[src/rtl/core/assert_macros.svh]
// assertion macros shared by the normaliser rtl
`ifndef ASSERT_MACROS_SVH
`define ASSERT_MACROS_SVH

// checked property, suspended while reset is high
`define B32N_ASSERT(lbl, clk, rst, prop, msg) \
   lbl: assert property (@(posedge clk) disable iff (rst) (prop)) else $error(msg);

// checked property that also holds during reset
`define B32N_ASSERT_ALWAYS(lbl, clk, prop, msg) \
   lbl: assert property (@(posedge clk) (prop)) else $error(msg);

`endif

[src/rtl/core/b32n_pkg.sv]
// types and constants of the base32 code normaliser
package b32n_pkg;

   // number of kept symbols that make a complete code
   localparam int CODE_LENGTH = 8;
   localparam int SYMBOL_W    = 8;
   localparam int CODE_W      = 64;
   localparam int CNT_W       = $clog2(CODE_LENGTH + 1);

   // queue between front and back
   localparam int QUEUE_DEPTH = 2;
   localparam int QPTR_W      = $clog2(QUEUE_DEPTH);
   localparam int QCNT_W      = $clog2(QUEUE_DEPTH + 1);

   // ascii codes
   localparam logic [7:0] CHAR_NUL    = 8'h00;
   localparam logic [7:0] CHAR_TAB    = 8'h09;
   localparam logic [7:0] CHAR_LF     = 8'h0A;
   localparam logic [7:0] CHAR_CR     = 8'h0D;
   localparam logic [7:0] CHAR_SPACE  = 8'h20;
   localparam logic [7:0] CHAR_DASH   = 8'h2D;
   localparam logic [7:0] CHAR_ZERO   = 8'h30;
   localparam logic [7:0] CHAR_ONE    = 8'h31;
   localparam logic [7:0] CHAR_NINE   = 8'h39;
   localparam logic [7:0] CHAR_UP_A   = 8'h41;
   localparam logic [7:0] CHAR_UP_I   = 8'h49;
   localparam logic [7:0] CHAR_UP_L   = 8'h4C;
   localparam logic [7:0] CHAR_UP_O   = 8'h4F;
   localparam logic [7:0] CHAR_UP_U   = 8'h55;
   localparam logic [7:0] CHAR_UP_Z   = 8'h5A;
   localparam logic [7:0] CHAR_LO_A   = 8'h61;
   localparam logic [7:0] CHAR_LO_Z   = 8'h7A;
   localparam logic [7:0] CASE_OFFSET = 8'd32;

   // class of one incoming item
   typedef enum logic [1:0] {
      KIND_DROP,
      KIND_SYMBOL,
      KIND_REFUSE,
      KIND_TERM
   } kind_type;

   // classified item carried from front to back
   typedef struct packed {
      kind_type              kind;
      logic [SYMBOL_W-1:0]   symbol;
   } entry_type;

endpackage

[src/rtl/core/b32n_chan_if.sv]
// valid/ready channels of the base32 code normaliser
interface b32n_req_if;
   logic       valid;
   logic       ready;
   logic [7:0] typed_byte;

   modport source (output valid, output typed_byte, input ready);
   modport sink   (input valid, input typed_byte, output ready);
endinterface

interface b32n_rsp_if;
   logic        valid;
   logic        ready;
   logic        accepted;
   logic [63:0] code_symbols;

   modport source (output valid, output accepted, output code_symbols, input ready);
   modport sink   (input valid, input accepted, input code_symbols, output ready);
endinterface

[src/rtl/core/b32n_front.sv]
// front end: accepts typed bytes, folds and classifies them
module b32n_front (
   b32n_req_if.sink              req_ch,
   input  logic                  push_ready,
   output logic                  push,
   output b32n_pkg::entry_type   push_entry
);

   logic [7:0] upper;
   logic       is_sep;

   // fold lower case and spot separators
   always_comb begin
      upper  = req_ch.typed_byte;
      if (req_ch.typed_byte inside {[b32n_pkg::CHAR_LO_A:b32n_pkg::CHAR_LO_Z]}) begin
         upper = req_ch.typed_byte - b32n_pkg::CASE_OFFSET;
      end
      is_sep = req_ch.typed_byte inside {b32n_pkg::CHAR_DASH, b32n_pkg::CHAR_SPACE,
                                         b32n_pkg::CHAR_TAB, b32n_pkg::CHAR_CR,
                                         b32n_pkg::CHAR_LF};
   end

   // classify the item and map look-alike letters onto digits
   always_comb begin
      push_entry.kind   = b32n_pkg::KIND_REFUSE;
      push_entry.symbol = upper;
      if (req_ch.typed_byte == b32n_pkg::CHAR_NUL) begin
         push_entry.kind = b32n_pkg::KIND_TERM;
      end else if (is_sep) begin
         push_entry.kind = b32n_pkg::KIND_DROP;
      end else if (upper == b32n_pkg::CHAR_UP_O) begin
         push_entry.kind   = b32n_pkg::KIND_SYMBOL;
         push_entry.symbol = b32n_pkg::CHAR_ZERO;
      end else if (upper == b32n_pkg::CHAR_UP_I || upper == b32n_pkg::CHAR_UP_L) begin
         push_entry.kind   = b32n_pkg::KIND_SYMBOL;
         push_entry.symbol = b32n_pkg::CHAR_ONE;
      end else if ((upper inside {[b32n_pkg::CHAR_ZERO:b32n_pkg::CHAR_NINE],
                                  [b32n_pkg::CHAR_UP_A:b32n_pkg::CHAR_UP_Z]})
                   && upper != b32n_pkg::CHAR_UP_U) begin
         push_entry.kind = b32n_pkg::KIND_SYMBOL;
      end
   end

   // separators are accepted but never queued
   assign req_ch.ready = push_ready;
   assign push         = req_ch.valid && push_ready
                         && (push_entry.kind != b32n_pkg::KIND_DROP);

endmodule

[src/rtl/core/b32n_queue.sv]
// short queue of classified items between front and back
module b32n_queue (
   input  logic                  clock,
   input  logic                  reset,
   input  logic                  push,
   input  b32n_pkg::entry_type   push_entry,
   output logic                  push_ready,
   output logic                  pop_valid,
   output b32n_pkg::entry_type   pop_entry,
   input  logic                  pop
);

`include "assert_macros.svh"

   b32n_pkg::entry_type                 slot_ff [b32n_pkg::QUEUE_DEPTH];
   logic [b32n_pkg::QPTR_W-1:0]         wr_ptr_ff, wr_ptr_in;
   logic [b32n_pkg::QPTR_W-1:0]         rd_ptr_ff, rd_ptr_in;
   logic [b32n_pkg::QCNT_W-1:0]         count_ff, count_in;

   assign push_ready = (count_ff != b32n_pkg::QCNT_W'(b32n_pkg::QUEUE_DEPTH));
   assign pop_valid  = (count_ff != '0);
   assign pop_entry  = slot_ff[rd_ptr_ff];

   // pointer and fill count update
   always_comb begin
      wr_ptr_in = wr_ptr_ff;
      rd_ptr_in = rd_ptr_ff;
      count_in  = count_ff;
      if (push) begin
         wr_ptr_in = (wr_ptr_ff == b32n_pkg::QPTR_W'(b32n_pkg::QUEUE_DEPTH - 1))
                     ? '0 : wr_ptr_ff + 1'b1;
      end
      if (pop) begin
         rd_ptr_in = (rd_ptr_ff == b32n_pkg::QPTR_W'(b32n_pkg::QUEUE_DEPTH - 1))
                     ? '0 : rd_ptr_ff + 1'b1;
      end
      if (push && !pop) begin
         count_in = count_ff + 1'b1;
      end else if (pop && !push) begin
         count_in = count_ff - 1'b1;
      end
   end

   always_ff @(posedge clock) begin
      if (reset) begin
         wr_ptr_ff <= '0;
         rd_ptr_ff <= '0;
         count_ff  <= '0;
      end else begin
         wr_ptr_ff <= wr_ptr_in;
         rd_ptr_ff <= rd_ptr_in;
         count_ff  <= count_in;
      end
   end

   // slot storage
   always_ff @(posedge clock) begin
      if (push) begin
         slot_ff[wr_ptr_ff] <= push_entry;
      end
   end

   `B32N_ASSERT(a_no_push_full, clock, reset, push |-> push_ready, "push into full queue")
   `B32N_ASSERT(a_no_pop_empty, clock, reset, pop |-> pop_valid, "pop from empty queue")
   `B32N_ASSERT(a_count_bound, clock, reset,
      count_ff <= b32n_pkg::QCNT_W'(b32n_pkg::QUEUE_DEPTH), "queue count out of range")

endmodule

[src/rtl/core/b32n_back.sv]
// back end: collects symbols and forms the result item at the terminator
module b32n_back (
   input  logic                  clock,
   input  logic                  reset,
   input  logic                  pop_valid,
   input  b32n_pkg::entry_type   pop_entry,
   output logic                  pop,
   b32n_rsp_if.source            rsp_ch
);

`include "assert_macros.svh"

   logic [b32n_pkg::SYMBOL_W-1:0] buf_ff [b32n_pkg::CODE_LENGTH];
   logic [b32n_pkg::CNT_W-1:0]    count_ff, count_in;
   logic                          refused_ff, refused_in;
   logic                          out_valid_ff, out_valid_in;
   logic                          accepted_ff, accepted_in;
   logic [b32n_pkg::CODE_W-1:0]   symbols_ff, symbols_in;
   logic                          store;
   logic                          full;
   logic                          is_term;
   logic                          ok;
   logic [b32n_pkg::CODE_W-1:0]   packed_code;

   assign full    = (count_ff == b32n_pkg::CNT_W'(b32n_pkg::CODE_LENGTH));
   assign is_term = (pop_entry.kind == b32n_pkg::KIND_TERM);
   assign ok      = !refused_ff && full;

   // a terminator waits only for room in the output register
   assign pop = pop_valid && (!is_term || !out_valid_ff || rsp_ch.ready);

   // pack kept symbols, first symbol in the highest used byte
   always_comb begin
      packed_code = '0;
      for (int i = 0; i < b32n_pkg::CODE_LENGTH; i++) begin
         packed_code[(b32n_pkg::CODE_LENGTH - 1 - i) * b32n_pkg::SYMBOL_W +: b32n_pkg::SYMBOL_W]
            = buf_ff[i];
      end
   end

   // symbol count, refusal and result update
   always_comb begin
      count_in     = count_ff;
      refused_in   = refused_ff;
      store        = 1'b0;
      out_valid_in = out_valid_ff && !rsp_ch.ready;
      accepted_in  = accepted_ff;
      symbols_in   = symbols_ff;
      if (pop) begin
         case (pop_entry.kind)
            b32n_pkg::KIND_TERM: begin
               out_valid_in = 1'b1;
               accepted_in  = ok;
               symbols_in   = ok ? packed_code : '0;
               count_in     = '0;
               refused_in   = 1'b0;
            end
            b32n_pkg::KIND_REFUSE: begin
               refused_in = 1'b1;
            end
            b32n_pkg::KIND_SYMBOL: begin
               if (!refused_ff) begin
                  if (full) begin
                     refused_in = 1'b1;
                  end else begin
                     store    = 1'b1;
                     count_in = count_ff + 1'b1;
                  end
               end
            end
            default: begin
            end
         endcase
      end
   end

   always_ff @(posedge clock) begin
      if (reset) begin
         count_ff     <= '0;
         refused_ff   <= 1'b0;
         out_valid_ff <= 1'b0;
      end else begin
         count_ff     <= count_in;
         refused_ff   <= refused_in;
         out_valid_ff <= out_valid_in;
      end
   end

   // symbol buffer and result payload
   always_ff @(posedge clock) begin
      accepted_ff <= accepted_in;
      symbols_ff  <= symbols_in;
      for (int i = 0; i < b32n_pkg::CODE_LENGTH; i++) begin
         if (store && count_ff == b32n_pkg::CNT_W'(i)) begin
            buf_ff[i] <= pop_entry.symbol;
         end
      end
   end

   assign rsp_ch.valid        = out_valid_ff;
   assign rsp_ch.accepted     = accepted_ff;
   assign rsp_ch.code_symbols = symbols_ff;

   `B32N_ASSERT(a_count_bound, clock, reset,
      count_ff <= b32n_pkg::CNT_W'(b32n_pkg::CODE_LENGTH), "symbol count past code length")
   `B32N_ASSERT(a_term_restart, clock, reset,
      (pop && is_term) |=> (out_valid_ff && count_ff == '0 && !refused_ff),
      "terminator did not restart the string")
   `B32N_ASSERT(a_refused_zero, clock, reset,
      (out_valid_ff && !accepted_ff) |-> (symbols_ff == '0), "refused code not zero")

endmodule

[src/rtl/core/base32_code_normaliser_top.sv]
// top level of the base32 code normaliser
// Takes one typed byte per cycle while the queue has room and normalises it to a
// Crockford base32 code: separators are dropped, lower case is folded, O maps to 0
// and I or L to 1, and any other byte outside the alphabet or a ninth kept symbol
// refuses the string. A zero byte ends the string and gives one result item
// (accepted and the eight packed symbols, or zero), registered in the output
// register when the back takes the terminator from the queue. Sustained rate is
// one byte per cycle: the front classifies a byte in the cycle it is taken, a
// two-entry queue decouples it from the back, and the back updates its symbol
// buffer. Only a result item left waiting at the output stalls the back, and
// input is held off once the queue fills.
module base32_code_normaliser_top (
   input  logic        clock,
   input  logic        reset,
   b32n_req_if.sink    req_ch,
   b32n_rsp_if.source  rsp_ch
);

   logic                 push;
   logic                 push_ready;
   b32n_pkg::entry_type  push_entry;
   logic                 pop_valid;
   logic                 pop;
   b32n_pkg::entry_type  pop_entry;

   // classify incoming bytes
   b32n_front u_front (
      .req_ch     (req_ch),
      .push_ready (push_ready),
      .push       (push),
      .push_entry (push_entry)
   );

   // decouple front and back
   b32n_queue u_queue (
      .clock      (clock),
      .reset      (reset),
      .push       (push),
      .push_entry (push_entry),
      .push_ready (push_ready),
      .pop_valid  (pop_valid),
      .pop_entry  (pop_entry),
      .pop        (pop)
   );

   // collect symbols and form the result
   b32n_back u_back (
      .clock     (clock),
      .reset     (reset),
      .pop_valid (pop_valid),
      .pop_entry (pop_entry),
      .pop       (pop),
      .rsp_ch    (rsp_ch)
   );

endmodule

[src/flat_wrapper.sv]
// flat-port wrapper written by rule: the top's interface ports become plain ports
module base32_code_normaliser_top_flat 
  (clock, reset, req_ch_valid, req_ch_typed_byte, req_ch_ready, rsp_ch_valid, rsp_ch_accepted, rsp_ch_code_symbols, rsp_ch_ready);
  b32n_req_if req_ch_i ();
  b32n_rsp_if rsp_ch_i ();
  input  logic clock;
  input  logic reset;
  input wire logic [$bits(req_ch_i.valid)-1:0] req_ch_valid;
  input wire logic [$bits(req_ch_i.typed_byte)-1:0] req_ch_typed_byte;
  output wire logic [$bits(req_ch_i.ready)-1:0] req_ch_ready;
  output wire logic [$bits(rsp_ch_i.valid)-1:0] rsp_ch_valid;
  output wire logic [$bits(rsp_ch_i.accepted)-1:0] rsp_ch_accepted;
  output wire logic [$bits(rsp_ch_i.code_symbols)-1:0] rsp_ch_code_symbols;
  input wire logic [$bits(rsp_ch_i.ready)-1:0] rsp_ch_ready;
  assign req_ch_i.valid = req_ch_valid;
  assign req_ch_i.typed_byte = req_ch_typed_byte;
  assign req_ch_ready = req_ch_i.ready;
  assign rsp_ch_valid = rsp_ch_i.valid;
  assign rsp_ch_accepted = rsp_ch_i.accepted;
  assign rsp_ch_code_symbols = rsp_ch_i.code_symbols;
  assign rsp_ch_i.ready = rsp_ch_ready;
  base32_code_normaliser_top u_core (.clock(clock), .reset(reset), .req_ch(req_ch_i), .rsp_ch(rsp_ch_i));
endmodule
[config.mk]
export PLATFORM = sky130hd
export DESIGN_NAME = base32_code_normaliser_top_flat
export DESIGN_NICKNAME = d
export VERILOG_FILES = /design/src/rtl/core/b32n_pkg.sv /design/src/rtl/core/b32n_chan_if.sv /design/src/rtl/core/b32n_front.sv /design/src/rtl/core/b32n_queue.sv /design/src/rtl/core/b32n_back.sv /design/src/rtl/core/base32_code_normaliser_top.sv /design/src/flat_wrapper.sv
export VERILOG_INCLUDE_DIRS = /design/src /design/src/rtl/core
export SDC_FILE = /design/constraint.sdc
export NUM_CORES = 1
export LEC_CHECK = 0
export BUFFER_PORTS_ARGS = -buffer_cell sky130_fd_sc_hd__buf_4
export CORE_MARGIN = 2
export CORE_UTILIZATION = 45
export CTS_BUF_LIST = sky130_fd_sc_hd__clkbuf_8 sky130_fd_sc_hd__clkbuf_16
export CTS_CLUSTER_SIZE = 30
export DETAILED_ROUTE_END_ITERATION = 8
export SLEW_MARGIN = 20
export SYNTH_ARGS = -nofsm -noshare
export SYNTH_HDL_FRONTEND = slang
export SYNTH_HIERARCHICAL = 1
export SYNTH_SLANG_ARGS = --single-unit
[constraint.sdc]
create_clock -name clock -period 3.2 [get_ports clock]
set_clock_uncertainty 0.2 [all_clocks]
set_input_delay 0.64 -clock clock [delete_from_list [all_inputs] [get_ports clock]]
set_output_delay 0.64 -clock clock [all_outputs]
set_load 0.02 [all_outputs]
# After elaboration in Yosys (flattened, before gate mapping)
# Memories as Yosys holds them, arrays and structs flattened. A register that Yosys moved wholly into a read port is not among the register bits.
# Index checks and enable logic that the tools add are counted.
[word_totals]
mem_count = 2
reg_bits = 11
mem_bits_rw = 84
input_bits = 12
output_inout_bits = 67
romBits = 0
latchBits = 0
elab_cells = 165
[mem_list]
columns = ["memory", "depth", "word_bits", "read_ports", "rd_ports_with_merged_regs", "write_ports", "line", "source"]
rows = [
  ["u_core.u_back.buf_ff", 8, 8, 8, 8, 1, "b32n_back.sv:13", "logic [b32n_pkg::SYMBOL_W-1:0] buf_ff [b32n_pkg::CODE_LENGTH];"],
  ["u_core.u_queue.slot_ff", 2, 10, 1, 1, 1, "b32n_queue.sv:15", "b32n_pkg::entry_type slot_ff [b32n_pkg::QUEUE_DEPTH];"],
]
[op_classes]
n_eq_ne = 23
magnitude_cmp = 6
reduce_logical = 55
mul = 0
n_bitwise = 0
n_mux = 66
shift = 0
div_mod_pow = 0
addsub = 6
[op_table]
columns = ["cell", "n"]
rows = [
  ["8-bit two-way mux", 11],
  ["8-bit OR reduction", 7],
  ["1-bit two-way mux", 37],
  ["8-bit by 4-bit equality test with 1-bit output (second input constant)", 3],
  ["8-bit by 7-bit equality test with 1-bit output (second input constant)", 3],
  ["3-bit two-way mux", 7],
  ["1-bit logical AND", 19],
  ["4-bit by 3-bit equality test with 1-bit output (second input constant)", 4],
  ["8-bit by 6-bit equality test with 1-bit output (second input constant)", 2],
  ["8-bit by 7-bit >= comparator with 1-bit output (second input constant)", 2],
  ["8-bit by 7-bit less-or-equal comparator with 1-bit output (second input constant)", 2],
  ["1-bit logical NOT", 14],
  ["2-bit two-way mux", 6],
  ["10-bit two-way mux", 1],
  ["2-bit nonzero test", 5],
  ["4-bit by 2-bit equality test with 1-bit output (second input constant)", 2],
  ["8-bit by 6-bit >= comparator with 1-bit output (second input constant)", 1],
  ["8-bit by 6-bit less-or-equal comparator with 1-bit output (second input constant)", 1],
  ["8-bit logical NOT", 1],
  ["4-bit two-way mux", 2],
  ["8-bit by 7-bit != test with 1-bit output (second input constant)", 1],
  ["4-bit case mux with 2 select lines", 1],
  ["8-bit by 6-bit subtractor with 8-bit output (second input constant)", 1],
  ["2-bit != test (second input constant)", 3],
  ["other kinds (15)", 20],
]

# Longest topological paths before layout
[depth]
ltp_word = 18
ltp_mapped = 11
mapped_depth_nobuf = 10

# Modules after synthesis
# Netlist, hierarchy kept.
[modules_own_cells]
columns = ["module", "instances", "area_each_um2", "cells_per_inst"]
rows = [
  ["b32n_back", 1, 4895.9, 274],
  ["b32n_queue", 1, 925.9, 53],
  ["b32n_front", 1, 375.4, 53],
]

# Worst setup path after synthesis
# OpenSTA, ideal clock, no wires.
[synth_timing]
path_kind = "flip-flop to flip-flop"
start = "register (tool-made name)"
end = "register u_core.u_back.accepted_ff (netlist: u_core/u_back/rsp_ch.accepted) (enable)"
path_stages_with_launch = 6
setup_slack_ps = 448
period_less_slack_ps = 2752
setup_time_ps = 393
path_buffers = 1
t_arrival_ps = 2159
cell_sequence = "dfxtp_1 -> buf_2 -> mux2_1 -> ha_1 -> nand3b_4 -> and3_2"
[synth_rtl]
columns = ["item", "line", "source"]
rows = [
  ["to (signal assigned)", "b32n_back.sv:91", "accepted_ff <= accepted_in;"],
  ["to (decl)", "b32n_back.sv:17", "logic accepted_ff, accepted_in;"],
]

==> run_results.csv <==
group,metric,value,unit
status,status,"completed",
placed_design,dpl.hpwl,6780,um
clocking,cts_resized,0,
placed_design,numPortBuffers,78,
clocking,cts_tree,"done",
sta,fin_crit_sh,80.2,%
sta,tightest_slew,0.834,ns
placed_design,dp_slack,0.413,ns
clocking,clockBufferDepth,2,
synth,synth_edf_count,149,
worst_setup_path,cp_slowest_cell,"mux2_1",
synth,synth_ff_type,"edfxtp_1",
worst_setup_path,rrSetupSlack,0.63,ns
detailed_routing,drt_iter0_markers,223,
worst_setup_path,criticalPathCategory,"flip-flop to flip-flop",
floorplan,dieHeight,121,um
sta,timing.hold.ws,0.280,ns
worst_setup_path,worstPathRequired,3.35,ns
global_routing,grt_pass1_wl,16100,um
floorplan,core-area,13300,um^2
sta,fin_crit,2.57,ns
synth,syn_avg_cell_area,16.3,um^2
power_and_ir_drop,pwr-share-seq,46.5,%
global_routing,overflow,0,
placed_design,finalWeightedCongestion,0.787,
hold_path,holdCritPathClass,"input pin to flip-flop",
global_routing,first_global_vias,3077,
detailed_routing,vias,3199,
worst_setup_path,ff2ff_path_depth,9,
global_routing,antenna_found_initial,0,
synth,ys_seq_area_share,75.8,%
clocking,hold_buffers,0,
sta,max_slew_margin,44.3,%
cells_and_area,areaGrowthSynthToFinish,23.1,%
clocking,post_cts_buffers,0,
synth,synth_area,6200,um^2
synth,syn_inst,380,
global_routing,grt_util_all_layers,15.0,%
cells_and_area,drive_gt1_share,26.7,%
worst_setup_path,worst_setup_path_end_kind,"flip-flop",
detailed_routing,drcViolationCount,0,
clocking,htreeDepth,4,
job,cap_viol_max_count,0,
detailed_routing,postRouteWirelength,10300,um
clocking,cts.reportedPaths.clkPinSlew,0.06,ns
power_and_ir_drop,power,5.87,mW
floorplan,die_area,14700,um^2
power_and_ir_drop,sw_frac_of_total,26.1,%
sta,setup_ws,0.634,ns
cells_and_area,fin_util,57.1,%
worst_setup_path,setup.worst_path.end,"u_core/u_queue/count_ff[1]",
synth,synth-seq-cells,160,
detailed_routing,drt-pass1-iter-count,4,
detailed_routing,ant_nets,0,
worst_setup_path,start_kind,"flip-flop",
sta,rsz0062_at_grt,"false",
global_routing,grt_start_max_net_pins,50,
floorplan,io_pins,79,
floorplan,std_cell_rows,42,
power_and_ir_drop,cellInternalPower,4.34,mW
synth,synth_nets,402,
cells_and_area,num-nets-final,496,
power_and_ir_drop,power_density,770,nW/um^2
synth,yosysWarnings,6,
clocking,cts_sinks,160,
worst_setup_path,worstPathArrival,2.71,ns
worst_setup_path,r2r-end,"u_core/u_queue/count_ff[1]",
synth,async_flop_share,0,%
power_and_ir_drop,p_comb_share,19.0,%
clocking,clkLatencyLatePin,0.42,ns
hold_path,min_path_cells,2,
floorplan,start_util,46.4,%
detailed_routing,wl_per_cell,15.5,um
cells_and_area,diodes,0,
power_and_ir_drop,max-vdd-ir-drop,347,uV
power_and_ir_drop,cellLeakagePower,2.81,nW
floorplan,chipWidth,121,um
power_and_ir_drop,power_switching,1.53,mW
synth,synth_cell_types,49,
sta,finalHoldViolations,0,
clocking,numCtsBuffers,17,
worst_setup_path,cp_cell_sequence,"mux2_1 -> ha_1 -> nand3b_4 -> nand2_4 -> inv_1 -> inv_1 -> ha_1 -> or3_1 -> a21oi_1",
worst_setup_path,cpPeakStageDelay,0.38,ns
detailed_routing,viasPerCell,4.83,
sta,setup_viol,0,
clocking,root_buffer,"clkbuf_16",
worst_setup_path,crit_fanout,7,
sta,fmax,390,MHz
sta,slew_viol_final,0,
sta,fin_setup_tns,0,ns
power_and_ir_drop,clockPowerShare,34.5,%
-- critical path: cells and delay by family, from the launching register on --
| kind | cells | cell delay [ns] |
|---|---|---|
| flops | 1 | 0.37 |
| simple gates | 3 | 0.57 |
| buf+inv | 2 | 0.22 |
| fa+ha+maj | 2 | 0.60 |
| mux | 1 | 0.38 |
| compound gates | 1 | 0.15 |
-- cells in the final DEF (no fill, tap or decap), drive strengths merged, types with 4 or more instances in the layout --
| cell type | instances |
|---|---|
| edfxtp | 149 |
| clkinv | 9 |
| a21oi | 7 |
| and2 | 69 |
| ha | 10 |
| o21ai | 10 |
| inv | 15 |
| mux2 | 11 |
| nand2b | 4 |
| clkbuf | 17 |
| nor2 | 19 |
| dfxtp | 11 |
| buf | 90 |
| bufinv | 4 |
| nand2 | 14 |
| nor2b | 4 |
-- sequential cells by signal, indices dropped and copies added, names as in the netlist, named ones only --
name / flops
u_core/u_back/buf_ff: 64
u_core/u_back/count_ff: 4
u_core/u_back/refused_ff: 1
u_core/u_back/rsp_ch.accepted: 1
u_core/u_back/rsp_ch.code_symbols: 64
u_core/u_back/rsp_ch.valid: 1
u_core/u_queue/count_ff: 2
u_core/u_queue/rd_ptr_ff: 1
u_core/u_queue/slot_ff: 20
u_core/u_queue/wr_ptr_ff: 1
-- routing by layer --
metal	global-route usage, %	wire length [um]	vias up
li1	-	-	1576
met1	19.4	4690	1517
met2	22.5	4800	82
met3	5.22	494	24
met4	7.54	287	0
met5	0	0	-
-- per-stage QoR --
stage | cells | instance area [um^2]
floorplan | 380 | 6200
global placement | 631 | 7030
detailed placement | 631 | 7030
CTS | 663 | 7630
global route | 663 | 7630
finish | 663 | 7630
-- power groups by stage --
| stage | clock [mW] | combinational, mW | sequential (mW) |
|---|---|---|---|
| floorplan | 0 | 0.516 | 2.94 |
| global placement | 0 | 1.12 | 2.77 |
| detailed placement | 0 | 1.13 | 2.78 |
| CTS | 2.06 | 1.14 | 2.74 |
| global route | 2.16 | 1.21 | 2.76 |
| finish | 2.03 | 1.12 | 2.73 |
-- cells in the mapped netlist, types with 2 or more instances --
library cell	instances	area, um^2
edfxtp_1	149	4470
inv_1	13	48.8
nor2b_1	4	25.0
and2_1	69	432
nand2_1	13	48.8
clkbuf_2	5	25.0
o32ai_1	2	17.5
nor3_1	2	10.0
nand4b_1	2	17.5
xor2_1	2	17.5
buf_4	4	30.0
nand4_1	2	12.5
xnor2_1	3	26.3
nand3_1	3	15.0
or3_1	3	18.8
nand2b_1	4	25.0
or4_4	2	22.5
buf_6	2	22.5
dfxtp_1	11	220
nand3b_4	2	40.0
mux2_1	10	113
ha_1	10	125
nor3b_1	3	22.5
o21ai_0	9	45.0
nor2_1	18	67.6
buf_2	4	20.0
a21oi_1	7	35.0
-- worst min path at each step --
stage                                                        to                   startpoint
after detailed placement  u_core/u_back/rsp_ch.code_symbols[52]  u_core/u_back/buf_ff[0][12]
after CTS                              u_core/u_back/refused_ff                        reset
after global placement               u_core/u_queue/count_ff[1]   u_core/u_queue/count_ff[1]
after global routing                   u_core/u_back/refused_ff                        reset
final                                  u_core/u_back/refused_ff                        reset
after floorplan                      u_core/u_queue/count_ff[1]   u_core/u_queue/count_ff[1]
-- cell type report --
cell class              instances  area (um^2)
clock inverters                15          176
flip-flops and latches        160         4690
fillers                      1074         5720
multi-input cells             192         1360
inverters                      13         48.8
repair buffers                 90          701
clock buffers                  17          425
well taps                     176          220
-- cells by family (layout without fill, tap and decap cells) --
kind of cell    count (synthesis)  in the layout  synth area share (%)
flops                         160            160                  75.8
xor+xnor                        5              5                 0.707
fa+ha+maj                      10             10                  2.02
compound gates                 33             33                  4.16
simple gates                  132            132                  12.8
mux                            12             12                  2.16
buf+inv                        28            135                  2.36
Power figures use the tool's default switching activity.
